### src/hw/rtl/lkrt_pkg.sv
`timescale 1ns / 1ps
`default_nettype none

package lkrt_pkg;

   localparam int TABLE_DEPTH = 16;
   localparam int SLOT_W      = $clog2(TABLE_DEPTH);
   localparam int PICK_W      = SLOT_W + 1;

   // input modes
   localparam logic [2:0] MODE_TICK  = 3'd0;
   localparam logic [2:0] MODE_PING  = 3'd1;
   localparam logic [2:0] MODE_PONG  = 3'd2;
   localparam logic [2:0] MODE_RESP  = 3'd3;
   localparam logic [2:0] MODE_OTHER = 3'd4;
   localparam logic [2:0] MODE_NEW   = 3'd5;
   localparam logic [2:0] MODE_CLOSE = 3'd6;
   localparam logic [2:0] MODE_QUERY = 3'd7;

   // result kinds
   localparam logic [3:0] KIND_PING      = 4'd0;
   localparam logic [3:0] KIND_PONG      = 4'd1;
   localparam logic [3:0] KIND_SEND      = 4'd2;
   localparam logic [3:0] KIND_LINK_UP   = 4'd3;
   localparam logic [3:0] KIND_LINK_DOWN = 4'd4;
   localparam logic [3:0] KIND_STALE     = 4'd5;
   localparam logic [3:0] KIND_TIMED_OUT = 4'd6;
   localparam logic [3:0] KIND_REMOVED   = 4'd7;
   localparam logic [3:0] KIND_CLOSE_RES = 4'd8;
   localparam logic [3:0] KIND_QUERY_RES = 4'd9;
   localparam logic [3:0] KIND_FULL      = 4'd10;

   // slot status
   localparam logic [1:0] ST_SENT    = 2'd0;
   localparam logic [1:0] ST_OK      = 2'd1;
   localparam logic [1:0] ST_TIMEOUT = 2'd2;
   localparam logic [1:0] ST_CLOSED  = 2'd3;

   // register indexes
   localparam logic [1:0] CSR_PING_INTERVAL = 2'd0;
   localparam logic [1:0] CSR_QUIET         = 2'd1;
   localparam logic [1:0] CSR_LOST_AFTER    = 2'd2;
   localparam logic [1:0] CSR_STALE_LIMIT   = 2'd3;

   localparam logic [15:0] PING_INTERVAL_RST = 16'd500;
   localparam logic [15:0] QUIET_RST         = 16'd2000;
   localparam logic [15:0] LOST_AFTER_RST    = 16'd4000;
   localparam logic [15:0] STALE_LIMIT_RST   = 16'd1000;

   typedef struct packed {
      logic [2:0]  mode;
      logic [31:0] now_ms;
      logic [31:0] request_id;
      logic [30:0] timeout_ms;
      logic [31:0] response_data;
   } req_type;

   typedef struct packed {
      logic [3:0]  kind;
      logic [31:0] result_id;
      logic        found;
      logic [31:0] result_data;
      logic        last;
   } rsp_type;

   typedef struct packed {
      logic [1:0]  status;
      logic [31:0] id;
      logic [31:0] sent_time;
      logic [30:0] timeout;
      logic [31:0] response;
   } slot_word_type;

endpackage

`default_nettype wire

### src/hw/rtl/link_keepalive_request_tracker_core.sv
`timescale 1ns / 1ps
`default_nettype none
// tick: rank ids (S_RANK), sweep slots in id order (S_PICK), then S_PING, S_LOST, S_FIN
// response, close, query: S_LOOK then S_FIN; ping, pong, other line, new request: S_FIN
// results leave one per cycle on rsp_strobe, the last one in the first cycle with busy low
// the slot memory has one read and one write port; the sweep rate is set by its read port
// reset clears valid bits, id counter, link state, times and registers at once; no clearing pass
// the receiver cannot stall: every strobed beat is taken
module link_keepalive_request_tracker_core (
   input  wire                   clock,
   input  wire                   reset,
   input  wire                   start,
   output logic                  busy,
   input  lkrt_pkg::req_type     req_data,
   output logic                  rsp_strobe,
   output lkrt_pkg::rsp_type     rsp_data,
   input  wire                   csr_we,
   input  wire  [1:0]            csr_index,
   input  wire  [15:0]           csr_wdata
);

   localparam logic [2:0] S_IDLE = 3'd0;
   localparam logic [2:0] S_RANK = 3'd1;
   localparam logic [2:0] S_PICK = 3'd2;
   localparam logic [2:0] S_PING = 3'd3;
   localparam logic [2:0] S_LOST = 3'd4;
   localparam logic [2:0] S_LOOK = 3'd5;
   localparam logic [2:0] S_FIN  = 3'd6;

   localparam int DEPTH = lkrt_pkg::TABLE_DEPTH;
   localparam int SW    = lkrt_pkg::SLOT_W;
   localparam int PW    = lkrt_pkg::PICK_W;

   logic [2:0]  state_ff, state_in;
   lkrt_pkg::req_type item_ff, item_in;

   logic [15:0] ping_interval_ff, ping_interval_in;
   logic [15:0] quiet_ff, quiet_in;
   logic [15:0] lost_after_ff, lost_after_in;
   logic [15:0] stale_limit_ff, stale_limit_in;

   logic [DEPTH-1:0] valid_ff, valid_in;
   logic [DEPTH-1:0] snap_ff, snap_in;
   logic [31:0]      id_ff [DEPTH];
   logic [31:0]      id_in [DEPTH];
   logic [SW-1:0]    rank_ff [DEPTH];
   logic [SW-1:0]    rank_in [DEPTH];

   logic [31:0] next_id_ff, next_id_in;
   logic        link_up_ff, link_up_in;
   logic [31:0] last_ping_ff, last_ping_in;
   logic [31:0] last_rx_ff, last_rx_in;
   logic        ping_due_ff, ping_due_in;
   logic        lost_ff, lost_in;

   logic [SW-1:0] scan_ff, scan_in;
   logic [PW-1:0] pick_ff, pick_in;
   logic          rd_pend_ff, rd_pend_in;
   logic [SW-1:0] rd_slot_ff, rd_slot_in;
   logic          look_hit_ff, look_hit_in;
   logic [SW-1:0] look_slot_ff, look_slot_in;

   logic              hold_valid_ff, hold_valid_in;
   lkrt_pkg::rsp_type hold_ff, hold_in;
   logic              rsp_strobe_ff, rsp_strobe_in;
   lkrt_pkg::rsp_type rsp_ff, rsp_in;

   // slot memory
   lkrt_pkg::slot_word_type mem [DEPTH];
   lkrt_pkg::slot_word_type mem_rdata_ff;
   lkrt_pkg::slot_word_type mem_wdata;
   logic                    mem_we, mem_re;
   logic [SW-1:0]           mem_waddr, mem_raddr;

   // lookups over the tag flops
   logic          req_hit, nid_hit, free_any, pick_any;
   logic [SW-1:0] req_slot, free_slot, pick_slot;

   logic              new_valid, fin;
   lkrt_pkg::rsp_type new_rsp;
   lkrt_pkg::slot_word_type w;
   logic [31:0]       age;
   logic [31:0]       scan_id;
   logic              scan_ok;

   always_comb begin
      req_hit   = 1'b0;
      req_slot  = '0;
      nid_hit   = 1'b0;
      free_any  = 1'b0;
      free_slot = '0;
      pick_any  = 1'b0;
      pick_slot = '0;
      // descending so the lowest index wins
      for (int i = DEPTH - 1; i >= 0; i--) begin
         if (valid_ff[i] && id_ff[i] == req_data.request_id) begin
            req_hit  = 1'b1;
            req_slot = SW'(i);
         end
         if (valid_ff[i] && id_ff[i] == next_id_ff) begin
            nid_hit = 1'b1;
         end
         if (!valid_ff[i]) begin
            free_any  = 1'b1;
            free_slot = SW'(i);
         end
         if (snap_ff[i] && !pick_ff[PW-1] && rank_ff[i] == pick_ff[SW-1:0]) begin
            pick_any  = 1'b1;
            pick_slot = SW'(i);
         end
      end
   end

   assign scan_id = id_ff[scan_ff];
   assign scan_ok = snap_ff[scan_ff];
   assign age     = item_ff.now_ms - mem_rdata_ff.sent_time;

   always_comb begin
      state_in         = state_ff;
      item_in          = item_ff;
      ping_interval_in = ping_interval_ff;
      quiet_in         = quiet_ff;
      lost_after_in    = lost_after_ff;
      stale_limit_in   = stale_limit_ff;
      valid_in         = valid_ff;
      snap_in          = snap_ff;
      id_in            = id_ff;
      rank_in          = rank_ff;
      next_id_in       = next_id_ff;
      link_up_in       = link_up_ff;
      last_ping_in     = last_ping_ff;
      last_rx_in       = last_rx_ff;
      ping_due_in      = ping_due_ff;
      lost_in          = lost_ff;
      scan_in          = scan_ff;
      pick_in          = pick_ff;
      rd_pend_in       = rd_pend_ff;
      rd_slot_in       = rd_slot_ff;
      look_hit_in      = look_hit_ff;
      look_slot_in     = look_slot_ff;
      mem_we           = 1'b0;
      mem_waddr        = '0;
      mem_wdata        = '0;
      mem_re           = 1'b0;
      mem_raddr        = '0;
      new_valid        = 1'b0;
      new_rsp          = '0;
      fin              = 1'b0;
      w                = mem_rdata_ff;

      if (csr_we) begin
         case (csr_index)
            lkrt_pkg::CSR_PING_INTERVAL: ping_interval_in = csr_wdata;
            lkrt_pkg::CSR_QUIET:         quiet_in         = csr_wdata;
            lkrt_pkg::CSR_LOST_AFTER:    lost_after_in    = csr_wdata;
            lkrt_pkg::CSR_STALE_LIMIT:   stale_limit_in   = csr_wdata;
            default: ;
         endcase
      end

      case (state_ff)
         S_IDLE: begin
            if (start) begin
               item_in = req_data;
               case (req_data.mode)
                  lkrt_pkg::MODE_TICK: begin
                     snap_in = valid_ff;
                     for (int i = 0; i < DEPTH; i++) begin
                        rank_in[i] = '0;
                     end
                     scan_in = '0;
                     // keepalive decisions do not depend on the sweep
                     ping_due_in = (req_data.now_ms - last_ping_ff) > {16'd0, ping_interval_ff}
                        && (!link_up_ff
                            || (req_data.now_ms - last_rx_ff) > {16'd0, quiet_ff});
                     lost_in = link_up_ff
                        && (req_data.now_ms - last_rx_ff) > {16'd0, lost_after_ff};
                     if (ping_due_in) begin
                        last_ping_in = req_data.now_ms;
                     end
                     if (lost_in) begin
                        link_up_in = 1'b0;
                     end
                     state_in = S_RANK;
                  end
                  lkrt_pkg::MODE_PING: begin
                     last_rx_in     = req_data.now_ms;
                     new_valid      = 1'b1;
                     new_rsp.kind   = lkrt_pkg::KIND_PONG;
                     state_in       = S_FIN;
                  end
                  lkrt_pkg::MODE_PONG: begin
                     last_rx_in = req_data.now_ms;
                     if (!link_up_ff) begin
                        link_up_in   = 1'b1;
                        new_valid    = 1'b1;
                        new_rsp.kind = lkrt_pkg::KIND_LINK_UP;
                     end
                     state_in = S_FIN;
                  end
                  lkrt_pkg::MODE_RESP, lkrt_pkg::MODE_CLOSE, lkrt_pkg::MODE_QUERY: begin
                     if (req_data.mode == lkrt_pkg::MODE_RESP) begin
                        last_rx_in = req_data.now_ms;
                     end
                     look_hit_in  = req_hit;
                     look_slot_in = req_slot;
                     mem_re       = req_hit;
                     mem_raddr    = req_slot;
                     state_in     = S_LOOK;
                  end
                  lkrt_pkg::MODE_OTHER: begin
                     last_rx_in = req_data.now_ms;
                     state_in   = S_FIN;
                  end
                  lkrt_pkg::MODE_NEW: begin
                     next_id_in        = next_id_ff + 32'd1;
                     new_valid         = 1'b1;
                     new_rsp.result_id = next_id_ff;
                     if (nid_hit) begin
                        // id wrapped onto a live entry: sent but not tracked
                        new_rsp.kind = lkrt_pkg::KIND_SEND;
                     end else if (!free_any) begin
                        new_rsp.kind = lkrt_pkg::KIND_FULL;
                     end else begin
                        new_rsp.kind        = lkrt_pkg::KIND_SEND;
                        valid_in[free_slot] = 1'b1;
                        id_in[free_slot]    = next_id_ff;
                        mem_we              = 1'b1;
                        mem_waddr           = free_slot;
                        mem_wdata.status    = lkrt_pkg::ST_SENT;
                        mem_wdata.id        = next_id_ff;
                        mem_wdata.sent_time = req_data.now_ms;
                        mem_wdata.timeout   = req_data.timeout_ms;
                        mem_wdata.response  = '0;
                     end
                     state_in = S_FIN;
                  end
                  default: state_in = S_FIN;
               endcase
            end
         end

         S_RANK: begin
            // rank of a slot = number of live ids below its own
            for (int i = 0; i < DEPTH; i++) begin
               if (scan_ok && scan_id < id_ff[i]) begin
                  rank_in[i] = rank_ff[i] + SW'(1);
               end
            end
            scan_in = scan_ff + SW'(1);
            if (scan_ff == SW'(DEPTH - 1)) begin
               pick_in    = '0;
               rd_pend_in = 1'b0;
               state_in   = S_PICK;
            end
         end

         S_PICK: begin
            // read of the next slot overlaps evaluation of the previous one
            rd_pend_in = pick_any;
            rd_slot_in = pick_slot;
            mem_re     = pick_any;
            mem_raddr  = pick_slot;
            pick_in    = pick_ff + PW'(1);
            if (rd_pend_ff) begin
               new_rsp.result_id = mem_rdata_ff.id;
               if (mem_rdata_ff.status inside {lkrt_pkg::ST_CLOSED, lkrt_pkg::ST_TIMEOUT}) begin
                  valid_in[rd_slot_ff] = 1'b0;
                  new_valid            = 1'b1;
                  new_rsp.kind         = lkrt_pkg::KIND_REMOVED;
               end else if (age > {16'd0, stale_limit_ff}) begin
                  w.status     = lkrt_pkg::ST_CLOSED;
                  mem_we       = 1'b1;
                  mem_waddr    = rd_slot_ff;
                  mem_wdata    = w;
                  new_valid    = 1'b1;
                  new_rsp.kind = lkrt_pkg::KIND_STALE;
               end else if (mem_rdata_ff.status == lkrt_pkg::ST_SENT
                            && age >= {1'b0, mem_rdata_ff.timeout}) begin
                  valid_in[rd_slot_ff] = 1'b0;
                  new_valid            = 1'b1;
                  new_rsp.kind         = lkrt_pkg::KIND_TIMED_OUT;
               end
            end
            if (!pick_any && !rd_pend_ff) begin
               state_in = S_PING;
            end
         end

         S_PING: begin
            if (ping_due_ff) begin
               new_valid    = 1'b1;
               new_rsp.kind = lkrt_pkg::KIND_PING;
            end
            state_in = S_LOST;
         end

         S_LOST: begin
            if (lost_ff) begin
               new_valid    = 1'b1;
               new_rsp.kind = lkrt_pkg::KIND_LINK_DOWN;
            end
            state_in = S_FIN;
         end

         S_LOOK: begin
            case (item_ff.mode)
               lkrt_pkg::MODE_RESP: begin
                  w.status   = lkrt_pkg::ST_OK;
                  w.response = item_ff.response_data;
                  mem_we     = look_hit_ff;
                  mem_waddr  = look_slot_ff;
                  mem_wdata  = w;
               end
               lkrt_pkg::MODE_CLOSE: begin
                  w.status          = lkrt_pkg::ST_CLOSED;
                  mem_we            = look_hit_ff;
                  mem_waddr         = look_slot_ff;
                  mem_wdata         = w;
                  new_valid         = 1'b1;
                  new_rsp.kind      = lkrt_pkg::KIND_CLOSE_RES;
                  new_rsp.result_id = item_ff.request_id;
                  new_rsp.found     = look_hit_ff;
               end
               lkrt_pkg::MODE_QUERY: begin
                  new_valid           = 1'b1;
                  new_rsp.kind        = lkrt_pkg::KIND_QUERY_RES;
                  new_rsp.result_id   = item_ff.request_id;
                  new_rsp.found       = look_hit_ff;
                  new_rsp.result_data = look_hit_ff ? mem_rdata_ff.response : 32'd0;
               end
               default: ;
            endcase
            state_in = S_FIN;
         end

         S_FIN: begin
            fin      = 1'b1;
            state_in = S_IDLE;
         end

         default: state_in = S_IDLE;
      endcase
   end

   // one beat is held back so the final one can carry last
   always_comb begin
      hold_valid_in = hold_valid_ff;
      hold_in       = hold_ff;
      rsp_strobe_in = 1'b0;
      rsp_in        = rsp_ff;
      if (new_valid) begin
         if (hold_valid_ff) begin
            rsp_in        = hold_ff;
            rsp_in.last   = 1'b0;
            rsp_strobe_in = 1'b1;
         end
         hold_in       = new_rsp;
         hold_valid_in = 1'b1;
      end
      if (fin && hold_valid_ff) begin
         rsp_in        = hold_ff;
         rsp_in.last   = 1'b1;
         rsp_strobe_in = 1'b1;
         hold_valid_in = 1'b0;
      end
   end

   always_ff @(posedge clock) begin
      if (reset) begin
         state_ff         <= S_IDLE;
         ping_interval_ff <= lkrt_pkg::PING_INTERVAL_RST;
         quiet_ff         <= lkrt_pkg::QUIET_RST;
         lost_after_ff    <= lkrt_pkg::LOST_AFTER_RST;
         stale_limit_ff   <= lkrt_pkg::STALE_LIMIT_RST;
         valid_ff         <= '0;
         next_id_ff       <= '0;
         link_up_ff       <= 1'b0;
         last_ping_ff     <= '0;
         last_rx_ff       <= '0;
         rd_pend_ff       <= 1'b0;
         hold_valid_ff    <= 1'b0;
         rsp_strobe_ff    <= 1'b0;
      end else begin
         state_ff         <= state_in;
         ping_interval_ff <= ping_interval_in;
         quiet_ff         <= quiet_in;
         lost_after_ff    <= lost_after_in;
         stale_limit_ff   <= stale_limit_in;
         valid_ff         <= valid_in;
         next_id_ff       <= next_id_in;
         link_up_ff       <= link_up_in;
         last_ping_ff     <= last_ping_in;
         last_rx_ff       <= last_rx_in;
         rd_pend_ff       <= rd_pend_in;
         hold_valid_ff    <= hold_valid_in;
         rsp_strobe_ff    <= rsp_strobe_in;
      end
   end

   always_ff @(posedge clock) begin
      item_ff      <= item_in;
      snap_ff      <= snap_in;
      id_ff        <= id_in;
      rank_ff      <= rank_in;
      ping_due_ff  <= ping_due_in;
      lost_ff      <= lost_in;
      scan_ff      <= scan_in;
      pick_ff      <= pick_in;
      rd_slot_ff   <= rd_slot_in;
      look_hit_ff  <= look_hit_in;
      look_slot_ff <= look_slot_in;
      hold_ff      <= hold_in;
      rsp_ff       <= rsp_in;
   end

   always_ff @(posedge clock) begin
      if (mem_we) begin
         mem[mem_waddr] <= mem_wdata;
      end
      if (mem_re) begin
         mem_rdata_ff <= mem[mem_raddr];
      end
   end

   assign busy       = (state_ff != S_IDLE);
   assign rsp_strobe = rsp_strobe_ff;
   assign rsp_data   = rsp_ff;

endmodule

`default_nettype wire

### config.mk
export PLATFORM = sky130hd
export DESIGN_NAME = link_keepalive_request_tracker_core
export DESIGN_NICKNAME = d
export VERILOG_FILES = /design/src/hw/rtl/lkrt_pkg.sv /design/src/hw/rtl/link_keepalive_request_tracker_core.sv
export SDC_FILE = /design/constraint.sdc
export NUM_CORES = 2
export LEC_CHECK = 0
export BUFFER_PORTS_ARGS = -buffer_cell sky130_fd_sc_hd__buf_2
export CORE_UTILIZATION = 45
export CTS_CLUSTER_SIZE = 20
export DETAILED_ROUTE_END_ITERATION = 10
export SKIP_CTS_REPAIR_TIMING = 1
export SLEW_MARGIN = 15
export SYNTH_ARGS = -nofsm -noshare
export SYNTH_HDL_FRONTEND = slang
export SYNTH_SLANG_ARGS = --single-unit
### constraint.sdc
create_clock -name clock -period 44.9 [get_ports clock]
set_input_delay 4.49 -clock clock [delete_from_list [all_inputs] [get_ports clock]]
set_output_delay 4.49 -clock clock [all_outputs]
set_load 0.05 [all_outputs]
==> impl_metrics.py <==
metrics = {
    "outcome": {
        "status": "completed",
    },
    "die": {
        "die-height_um": 603,
        "placementRows": 220,
        "start_util_pct": 45.2,
        "die_x_um": 603,
        "core_area_um2": 359000,
        "die_area_um2": 364000,
        "io_pins": 224,
    },
    "route": {
        "first_pass_iters": 8,
        "via_per_inst": 6.68,
        "antenna_left": 0,
        "wire_per_inst_um": 36.9,
        "drcViolationCount": 0,
        "wl_um": 677000,
        "drt-initial-drc-count": 18100,
        "via_count": 123000,
    },
    "synth": {
        "async_reset_ff_share_pct": 0,
        "yosys.area_share.simple_pct": 12.5,
        "synthXorXnorAreaFrac_pct": 6.26,
        "synth_top_cell_area_share_pct": 56.2,
        "synth_compound_area_share_pct": 10.7,
        "ys_seq_area_share_pct": 58.4,
        "synth_warnings": 0,
        "synth_edf_count": 3042,
        "yosys-top-cells-count": "edfxtp_1, and3_1, inv_1",
        "synth_area_leaders": "edfxtp_1, ha_1, xor2_1",
        "syn_nets": 14200,
        "synthFlopType": "edfxtp_1",
        "synth_top_cell_by_area": "edfxtp_1",
        "synth.cell_area_um2": 163000,
        "syn_avg_cell_area_um2": 12.2,
        "synth.distinct_cells": 105,
        "synth_mux_area_share_pct": 2.34,
        "synth_top_family_by_area": "simple AND/OR/NAND/NOR gates",
        "synth_seq_cells": 3226,
        "synth_adder_area_share_pct": 5.44,
        "syn-instance-count": 13300,
        "yosys.cell_count.top_type": "edfxtp_1",
    },
    "min_path": {
        "holdCritPathClass": "flip-flop to flip-flop",
        "holdPathStages": 2,
    },
    "worst_setup_path": {
        "crit_path_max_fanout": 57,
        "end_kind": "flip-flop",
        "critPathMostFrequentCell": "buf_4",
        "crit_path_end": "mem[14][101]",
        "r2r_cells": 27,
        "regToRegStartpoint": "mem_rdata_ff[67]",
        "critPathMaxStageDelay_ns": 0.89,
        "path_buf_inv": 5,
        "crit_slowest_cell": "nor2_4",
        "cp-start-kind": "input pin",
        "setup.worst_path.start": "start",
        "critPathKind": "input pin to flip-flop",
        "reg2reg_to": "mem[14][101]",
        "crit_required_ns": 45.44,
        "cp_top_family": "buffers and inverters",
        "arrival_ns": 11.49,
        "reg2reg_slack_ns": 35.15,
        "path_depth": 14,
        "path_cells": "buf_2 -> and3_4 -> and3_2 -> buf_4 -> o21ai_0 -> nor3_1 -> and3_4 -> buf_4 -> a21oi_1 -> o31ai_1 -> o211ai_1 -> nor2_4 -> buf_4 -> buf_4",
    },
    "cts": {
        "root_buffer": "clkbuf_16",
        "cts.sinks": 3226,
        "clock_latency_ns": 0.98,
        "cts_tree": "yes",
        "cts_htree_levels": 5,
        "numCtsBuffers": 356,
        "clockBufferDepth": 4,
        "clkTransAtPathRegs_ns": 0.05,
    },
    "placed_design": {
        "gp_congestion": 1.05,
        "numPortBuffers": 223,
        "dp_hpwl_um": 419000,
        "placed_cells": 17700,
        "post_dp_cell_area_um2": 169000,
    },
    "finish": {
        "layout-drive-gt1-share_pct": 10.0,
        "syn2layout_area_growth_pct": 10.9,
        "final_cells": 18400,
        "regArea_um2": 95100,
        "multi_input_comb_area_um2": 61000,
        "fin_area_um2": 180000,
        "fin_nets": 14100,
        "n_fill_cell": 31200,
    },
    "global_routing": {
        "first_global_vias": 117000,
        "grt_pass1_wl_um": 930000,
        "grt_max_degree": 233,
        "track_usage_pct": 36.2,
        "grt_overflow": 0,
        "antenna_found_initial": 71,
    },
    "sta": {
        "rsz0062_at_grt": "false",
        "min_period_over_period_pct": 24.4,
        "finClkSkew_ns": 0.0787,
        "worstMarginPinSlew_ns": 1.31,
        "max_freq_mhz": 91.3,
        "fin_crit_ns": 10.95,
        "hold_viol": 0,
        "setup_viol_count_final": 0,
        "drv_slew": 0,
        "setup-tns-final_ns": 0,
        "slew_headroom_pct": 12.9,
    },
    "pwr": {
        "leakagePower_nw": 67.4,
        "ir_drop_uv": 39.2,
        "power_mw": 8.04,
        "powerDensity_nw_per_um2": 44.6,
    },
    "run": {
        "max-cap-violations": 0,
    },
}
layer usage:
layer | wire length (um) | GRT usage (%) | up-vias | share of wire (%)
li1 | - | - | 50900 | -
met1 | 265000 | 48.9 | 62100 | 39
met2 | 290000 | 53.1 | 8044 | 43
met3 | 78600 | 9.48 | 1782 | 12
met4 | 43300 | 19.9 | 30 | 6.4
met5 | 541 | 0.304 | - | 0.080
state kept, by name, indices dropped and copies added, names as in the netlist, 64 cells and up:
name,count
item_ff,99
rsp_data,70
mem_rdata_ff,129
mem,2064
rank_ff,64
id_ff,512
hold_ff,69
worst reg2reg max path: stages (launching register included):
cell,delay (ns)
edfxtp_1,0.55
inv_1,0.10
ha_1,0.38
a21o_1,0.24
a31oi_1,0.32
nand2_1,0.17
a21oi_1,0.17
o21ai_0,0.15
a21oi_1,0.19
o21ai_0,0.16
a21o_1,0.21
a21o_1,0.21
a2111oi_0,0.35
nand4b_1,0.29
ha_1,0.17
nand3_1,0.09
or3_1,0.37
or3_1,0.36
a21oi_1,0.38
o211ai_1,0.19
nor4b_1,0.40
nand4_1,0.19
buf_4,0.23
nand3_1,0.14
nand3b_1,0.33
nor2_4,0.87
buf_4,0.93
buf_4,0.97
stage by stage:
step,setup slack [ns],utilization (%),hold slack [ns]
floorplan,25.38,-,0.403
global placement,33.10,46.9,0.431
detailed placement,33.05,46.9,0.429
CTS,34.02,50.2,0.455
global route,33.70,50.2,0.463
finish,33.95,50.2,0.455
worst min path at each step:
stage,startpoint,endpoint
5_1_grt,next_id_ff[16],id_ff[112]
6_report,last_rx_ff[20],last_rx_ff[20]
2_1_floorplan,valid_ff[3],snap_ff[3]
3_3_place_gp,next_id_ff[16],id_ff[112]
3_5_place_dp,next_id_ff[16],id_ff[16]
4_1_cts,lost_after_ff[15],lost_after_ff[15]
report_power, final:
| part | leakage [nW] | internal (mW) | total (mW) | switching [mW] |
|---|---|---|---|---|
| combinational | 31.3 | 0.467 | 1.59 | 1.13 |
| clock | 5.64 | 1.69 | 2.95 | 1.26 |
| sequential | 30.5 | 3.42 | 3.50 | 0.0857 |
| total | 67.4 | 5.57 | 8.04 | 2.47 |
cell families after synthesis:
family | Yosys count
XOR/XNOR | 1162
adder cells (fa/ha/maj) | 706
AND/OR/NAND/NOR | 3716
buffers and inverters | 1725
flip-flops | 3226
AO/OA/AOI/OAI | 2585
multiplexers | 174
cell usage in the layout (no fill, tap or decap), types with 26 or more instances in the layout:
cell type,synthesis,routed
nor3_1,99,88
nor4_1,226,225
clkinv_1,3,81
xor2_1,636,636
and2_1,38,37
dfxtp_2,0,27
buf_4,21,304
o2bb2ai_1,242,242
xnor2_1,526,526
a222oi_1,48,48
ha_1,703,703
bufinv_16,0,29
o21a_1,37,37
nor2_1,259,245
clkbuf_1,626,66
a211oi_1,40,36
clkinv_2,0,60
or4_1,142,142
and3_1,865,860
o22ai_1,260,260
nand4_1,319,319
o21ai_0,257,255
buf_2,171,221
a21o_1,131,131
inv_1,806,802
nand3_1,776,776
clkbuf_16,0,367
nand2_1,633,630
a21boi_0,27,27
edfxtp_1,3042,3042
mux4_2,165,165
dfxtp_1,184,151
nand3b_1,27,27
a22o_1,131,131
diode_2,0,26
a31oi_1,754,754
a21oi_1,396,394
nand2b_1,95,95
nor2b_1,113,110
area by class of cell:
class,count,area share [%]
inverters,812,1.69
flip-flops and latches,3226,52.7
well taps,4773,3.31
repair buffers,539,2.03
clock buffers,445,5.32
multi-input cells,8343,33.8
clock inverters,206,1.11
diodes,26,0.0361
Power figures use the tool's default switching activity.
